File: src/rtl/bpa_pkg.sv
package bpa_pkg;

    localparam int NUM_ORDERS_DEF       = 11;
    localparam int POOL_PAGES_DEF       = 4096;
    localparam int FIRST_FREE_ORDER_DEF = 4;

    localparam int ORDER_W  = 4;
    localparam int BLK_W    = 12;
    localparam int STATUS_W = 2;
    localparam int S_DATA_W = 16;
    localparam int M_DATA_W = 24;

    localparam logic [STATUS_W-1:0] ST_OK        = 2'd0;
    localparam logic [STATUS_W-1:0] ST_BAD_ORDER = 2'd1;
    localparam logic [STATUS_W-1:0] ST_NO_MEM    = 2'd2;

    localparam logic REQ_ALLOC = 1'b0;

    typedef logic [3:0] bpa_op_t;

    localparam bpa_op_t OP_NONE      = 4'd0;
    localparam bpa_op_t OP_CLEAR     = 4'd1;
    localparam bpa_op_t OP_CAPTURE   = 4'd2;
    localparam bpa_op_t OP_INC_P     = 4'd3;
    localparam bpa_op_t OP_NO_MEM    = 4'd4;
    localparam bpa_op_t OP_HEAD_RD   = 4'd5;
    localparam bpa_op_t OP_SPLIT_B   = 4'd6;
    localparam bpa_op_t OP_SPLIT_A   = 4'd7;
    localparam bpa_op_t OP_POP       = 4'd8;
    localparam bpa_op_t OP_WALK_INIT = 4'd9;
    localparam bpa_op_t OP_ADV_RD    = 4'd10;
    localparam bpa_op_t OP_ADV       = 4'd11;
    localparam bpa_op_t OP_CUR_RD    = 4'd12;
    localparam bpa_op_t OP_UNLINK    = 4'd13;
    localparam bpa_op_t OP_PUSH      = 4'd14;
    localparam bpa_op_t OP_EMIT      = 4'd15;

    typedef struct packed {
        bpa_op_t op;
    } bpa_cmd_t;

    typedef struct packed {
        logic is_free;
        logic bad_order;
        logic fits;
        logic p_at_end;
        logic head_none;
        logic p_gt_order;
        logic at_top;
        logic cur_none;
        logic found;
        logic steps_max;
        logic clr_last;
        logic out_free;
    } bpa_stat_t;

endpackage

File: src/rtl/bpa_ctrl.sv
module bpa_ctrl
    import bpa_pkg::*;
(
    input  logic      clk,
    input  logic      rst_n,
    input  logic      s_tvalid,
    output logic      s_tready,
    input  bpa_stat_t stat,
    output bpa_cmd_t  cmd
);

    localparam logic [4:0] S_CLEAR     = 5'd0;
    localparam logic [4:0] S_IDLE      = 5'd1;
    localparam logic [4:0] S_CHECK     = 5'd2;
    localparam logic [4:0] S_SCAN      = 5'd3;
    localparam logic [4:0] S_SPLIT_RD  = 5'd4;
    localparam logic [4:0] S_SPLIT_B   = 5'd5;
    localparam logic [4:0] S_SPLIT_A   = 5'd6;
    localparam logic [4:0] S_POP_RD    = 5'd7;
    localparam logic [4:0] S_POP       = 5'd8;
    localparam logic [4:0] S_WALK_INIT = 5'd9;
    localparam logic [4:0] S_WALK_CHK  = 5'd10;
    localparam logic [4:0] S_ADV_RD    = 5'd11;
    localparam logic [4:0] S_ADV       = 5'd12;
    localparam logic [4:0] S_UNLINK_RD = 5'd13;
    localparam logic [4:0] S_UNLINK    = 5'd14;
    localparam logic [4:0] S_PUSH      = 5'd15;
    localparam logic [4:0] S_DONE      = 5'd16;

    logic [4:0] state_reg;
    logic [4:0] state_next;

    assign s_tready = (state_reg == S_IDLE);

    always_comb
    begin
        state_next = state_reg;
        cmd.op     = OP_NONE;
        case (state_reg)
            S_CLEAR:
            begin
                cmd.op = OP_CLEAR;
                if (stat.clr_last)
                    state_next = S_IDLE;
            end
            S_IDLE:
            begin
                if (s_tvalid)
                begin
                    cmd.op     = OP_CAPTURE;
                    state_next = S_CHECK;
                end
            end
            S_CHECK:
            begin
                if (stat.bad_order)
                    state_next = S_DONE;
                else if (!stat.is_free)
                    state_next = S_SCAN;
                else if (stat.fits)
                    state_next = S_WALK_INIT;
                else
                    state_next = S_DONE;
            end
            S_SCAN:
            begin
                if (stat.p_at_end)
                begin
                    cmd.op     = OP_NO_MEM;
                    state_next = S_DONE;
                end
                else if (stat.head_none)
                    cmd.op = OP_INC_P;
                else if (stat.p_gt_order)
                    state_next = S_SPLIT_RD;
                else
                    state_next = S_POP_RD;
            end
            S_SPLIT_RD:
            begin
                cmd.op     = OP_HEAD_RD;
                state_next = S_SPLIT_B;
            end
            S_SPLIT_B:
            begin
                cmd.op     = OP_SPLIT_B;
                state_next = S_SPLIT_A;
            end
            S_SPLIT_A:
            begin
                cmd.op     = OP_SPLIT_A;
                state_next = S_SCAN;
            end
            S_POP_RD:
            begin
                cmd.op     = OP_HEAD_RD;
                state_next = S_POP;
            end
            S_POP:
            begin
                cmd.op     = OP_POP;
                state_next = S_DONE;
            end
            S_WALK_INIT:
            begin
                cmd.op     = OP_WALK_INIT;
                state_next = S_WALK_CHK;
            end
            S_WALK_CHK:
            begin
                // buddy match wins even when the step limit is reached
                if (stat.at_top)
                    state_next = S_PUSH;
                else if (stat.found)
                    state_next = S_UNLINK_RD;
                else if (stat.cur_none || stat.steps_max)
                    state_next = S_PUSH;
                else
                    state_next = S_ADV_RD;
            end
            S_ADV_RD:
            begin
                cmd.op     = OP_ADV_RD;
                state_next = S_ADV;
            end
            S_ADV:
            begin
                cmd.op     = OP_ADV;
                state_next = S_WALK_CHK;
            end
            S_UNLINK_RD:
            begin
                cmd.op     = OP_CUR_RD;
                state_next = S_UNLINK;
            end
            S_UNLINK:
            begin
                cmd.op     = OP_UNLINK;
                state_next = S_WALK_INIT;
            end
            S_PUSH:
            begin
                cmd.op     = OP_PUSH;
                state_next = S_DONE;
            end
            S_DONE:
            begin
                if (stat.out_free)
                begin
                    cmd.op     = OP_EMIT;
                    state_next = S_IDLE;
                end
            end
            default:
            begin
                state_next = S_IDLE;
            end
        endcase
    end

    always_ff @(posedge clk or negedge rst_n)
    begin
        if (!rst_n)
            state_reg <= S_CLEAR;
        else
            state_reg <= state_next;
    end

endmodule

File: config.mk
export PLATFORM = sky130hd
export DESIGN_NAME = bpa_ctrl
export DESIGN_NICKNAME = d
export VERILOG_FILES = /design/src/rtl/bpa_pkg.sv /design/src/rtl/bpa_ctrl.sv
export SDC_FILE = /design/constraint.sdc
export NUM_CORES = 1
export LEC_CHECK = 0
export BUFFER_PORTS_ARGS = -buffer_cell sky130_fd_sc_hd__buf_4
export CORE_MARGIN = 5
export CORE_UTILIZATION = 40
export DETAILED_ROUTE_END_ITERATION = 8
export HOLD_SLACK_MARGIN = 0.05
export SETUP_SLACK_MARGIN = 0.05
export SLEW_MARGIN = 20
export SYNTH_ARGS = -nofsm -noshare
export SYNTH_HDL_FRONTEND = slang
export SYNTH_SLANG_ARGS = --single-unit
File: constraint.sdc
create_clock -name clk -period 2.2 [get_ports clk]
set_clock_uncertainty 0.05 [all_clocks]
set_input_delay 0.33 -clock clk [delete_from_list [all_inputs] [get_ports clk]]
set_output_delay 0.33 -clock clk [all_outputs]
set_load 0.05 [all_outputs]
# After elaboration in Yosys (flattened, before gate mapping)
# Cells that the tools add are included.
[op_classes]
n_eq_ne = 20
muxes = 18
n_reduce_logical = 6
[op_table]
columns = ["cell", "n"]
rows = [
  ["$pmux W5 S15", 1],
  ["$pmux W4 S14", 1],
  ["$eq A5 B4 Y1 const B", 8],
  ["$mux W5", 8],
  ["$eq A5 B3 Y1 const B", 4],
  ["$mux W3", 4],
  ["$eq A5 B2 Y1 const B", 2],
  ["$mux W2", 3],
  ["$ne A2 B2 Y1 const B", 3],
  ["$reduce_or A2 Y1", 3],
  ["$eq A5 B1 Y1 const B", 1],
  ["$eq A5 B5 Y1 const B", 1],
  ["$logic_not A5 Y1", 1],
  ["$mux W4", 1],
  ["$reduce_and A4 Y1", 1],
  ["$ne A3 B3 Y1 const B", 1],
  ["$logic_or A1 B1 Y1", 1],
]
[word_totals]
regBits = 5
inputBits = 15
out_inout_bits = 5

# Longest topological paths before layout
[logic_depth]
ltp_word = 5
mapped_depth = 6

# Worst setup path before layout
# No wires, ideal clock.
[synth_path]
path_type = "register to output"
start = "register state_reg[3]"
end = "output cmd[1] (netlist name)"
t_arrival_ns = 2.149
t_required_ns = 1.820
setup_slack_ns = -0.329
stages_incl_launch_ff = 7
cell_sequence = "dfrtp_1 buf_6 clkbuf_1 nand3b_1 o21ai_0 nor2_1 o311ai_1"
[synth_lines]
columns = ["element", "line_no", "text"]
rows = [
  ["start: declaration", "bpa_ctrl.sv:30", "logic [4:0] state_reg;"],
  ["start signal: assignment", "bpa_ctrl.sv:166", "state_reg <= state_next;"],
  ["end: declaration", "bpa_ctrl.sv:9", "output bpa_cmd_t cmd"],
]

==> results.md <==
* Slew @ Worst Pin at about 0.39 ns
* Buffer levels on the longest clock path at 2
* Simple-gate portion of the synthesized area at 36.4%
* Initial Util at 41.1%
* Post-synth EDFFs at 0
* # IOs at 20
* Inserted Clock Buffers at 3
* Vias at 826
* R2R depth at 5
* Worst hold endpoint: state_reg[2]$_DFFE_PN0P_
* Core ar. at 0.00167 mm2
* Setup violations, final at 0
* Height of the die at 51.4 um
* Final Hold Vio Count at 0
* Total Power at 0.00129 W
* Max Freq at approximately 480 MHz
* Power Density at 1360 mW/mm2
* Largest register FFs at 5
* Synth Flop Type: dfrtp_1
* Final std cells w/o fill at between 100 and 150
* Die area at 0.00265 mm2
* Hold_sp: stat[7]
* Post-Place Setup Slack at 0.248 ns
* First drt pass iteration count at 4
* Antenna-violating nets left at 0
* Antenna violations before repair at 0
* Final WL at 2.02 mm
* Share of cells above drive strength 1 at 38.7%
* Port bufs at 19
* Adder-Cell Fraction of Synth Area at 0%
* Min cycle time layout at between 2 and 2.5 ns
* Vias in the first global route at about 770
* Sequential cell area fraction in the yosys report at 18.2%
* Post-DP HPWL at 1.60 mm
* Yosys reg bits at 5
* Required @ worst endpoint at 1.82 ns
* Synthesized area at 687 um2
* Worst min-delay path category: primary input to flop
* Max Transition Viols Final at 0
* Final period util at 95.5%
* Max-Cap Viols at 0
* Clk sinks at 5
* Worst-path maximum fanout at 5
* # rows at 15
* Clk_lat worst skew at 0.24 ns
* Async set-reset flop share out of synthesis at 100%
* VDD IR max at 0.648 mV
* Outcome: complete, no violations
* Vias/cell at 6.07
* Worst-path clk slew at about 0.05 ns
* WP data arrival at between 1.5 and 2 ns
* CTS root buf: clkbuf_4
* Area grow syn2layout at 38.4%
* FF-to-FF Start: state_reg[0]$_DFFE_PN0P_
* Initial DRC Count at 32
* R2R setup slack at between 0.3 and 0.4 ns
* Largest family of logic cells by synthesized area: simple AND/OR/NAND/NOR gates
* Crit path launch type: flop
* Routability Congestion at 0.914
* Yosys warning total at 0
* Final hold slack at around 0.25 ns
* Syn Nets at 111
* Post-Syn Instances at 96
* Die span in x at 51.4 um
* Hold Path Cell Cnt at 2
* Cell variety after synth at 38
* Worst setup margin at just under 0.1 ns
* GRT Total Usage at 17.5%
* Inst Count DP at 130
* TritonCTS clock tree: built
* Crit path capture type: output port
* First-pass GRT wire length at 3.54 mm
* RSZ-0062 raised after global routing: true
* Largest net degree at the start of global routing at 15
* Leakage at ~0.38 nW
* Total grt overflow at 0
* Type of the worst setup path: flop to output port
* Average size of a mapped cell at about 7.2 um2
* Synth Area in Compound Gates at 35.2%
* Drt drc at 0
* Post-synthesis mux area share at 1.64%
* RR Endpoint: state_reg[1]$_DFFE_PN0P_
* Nets at 135
* WL/cell at 14.8 um
* Xor and xnor area share after synthesis at 0%
* Htree depth at 1
* Worst slew margin at 73.9%
* Antenna cells at 0
[per-stage QoR]
step	utilization [%]	area, um2	setup TNS [ns]
after floorplan	-	699	0
after global placement	52.5	877	0
after detailed placement	52.5	877	0
after CTS	55.4	926	0
after global routing	56.9	951	-0.0235
final	56.9	951	0
[logic make-up after synthesis]
logic type | count (synthesis)
multiplexers | 1
flip-flops | 5
AND/OR/NAND/NOR | 43
buffers and inverters | 12
AO/OA/AOI/OAI | 35
[worst max-delay path, stage by stage (launching register included)]
cell and delay (ns):
dfrtp_1 0.41, or3_4 0.44, nor3_4 0.20, nand2_2 0.12, o211ai_1 0.09, buf_4 0.22
[cell usage after synthesis (all sizes together) (2+ instances only)]
| cell | count | share of area, % |
|---|---|---|
| or3 | 2 | 3.3 |
| nor4 | 4 | 4.6 |
| a2111oi | 2 | 3.6 |
| nor2 | 9 | 4.9 |
| clkbuf | 2 | 1.1 |
| nor3b | 2 | 2.2 |
| inv | 4 | 2.2 |
| nor3 | 6 | 5.1 |
| o311ai | 2 | 2.6 |
| dfrtp | 5 | 18 |
| a21oi | 6 | 4.9 |
| nand2b | 7 | 6.4 |
| nand2 | 5 | 2.7 |
| buf | 6 | 5.3 |
| o21ai | 14 | 10 |
| nand3 | 2 | 1.5 |
| a22oi | 2 | 2.2 |
| nor2b | 3 | 2.7 |
[how the worst max path moves through the flow]
| stage | start | to | slack, ns | depth (start not counted) |
|---|---|---|---|---|
| final | state_reg[2]$_DFFE_PN0P_ | cmd[0] | 0.1 | 5 |
| after global routing | state_reg[2]$_DFFE_PN0P_ | cmd[0] | -0.02 | 5 |
| after CTS | state_reg[2]$_DFFE_PN0P_ | cmd[0] | 0.05 | 6 |
| after detailed placement | state_reg[3]$_DFFE_PN0P_ | cmd[1] | 0.25 | 5 |
| after global placement | state_reg[0]$_DFFE_PN0P_ | state_reg[1]$_DFFE_PN0P_ | 0.26 | 5 |
| after floorplan | state_reg[3]$_DFFE_PN0P_ | cmd[0] | 0.05 | 6 |
[power breakdown]
group	leakage, nW	total (W)	internal [W]	switching, W
Combinational	0.304	0.000987	0.000399	0.000588
Clock	0.0150	0.000105	0.0000685	0.0000362
Sequential	0.0618	0.000198	0.000127	0.0000715
Total	0.380	0.00129	0.000594	0.000696
[layout by cell type (no fill, tap or decap), types with 3 or more instances in the layout]
master,instances
nor2b_1,3
inv_1,4
o21ai_0,12
clkbuf_4,3
dfrtp_2,3
nand2b_1,7
nor2_1,8
a21oi_1,5
buf_4,23
nand2_1,4
nor4_1,3
nor3_1,4
[layer usage]
layer  wire length (um)  part of all wire [%]  GRT usage, %
met3                194                   9.6          4.96
met2                936                    46          28.4
met4                 29                   1.4          4.37
met5                  0                     0             0
met1                859                    43          22.7
[final cells by class]
| type | count | area, um2 |
|---|---|---|
| repair buffers | 27 | 225 |
| well taps | 17 | 21.3 |
| flip-flops and latches | 5 | 129 |
| fillers | 159 | 719 |
| clock buffers | 4 | 26.3 |
| inverters | 4 | 15.0 |
| multi-input cells | 79 | 534 |
[repair_timing]
action                                  CTS  global route
setup buffers                             0             1
endpoints found under the setup margin    2             3
gates resized for setup                   4             5
endpoints found under the hold margin     5             0
hold buffers                              1             0
Power figures use the tool's default switching activity.
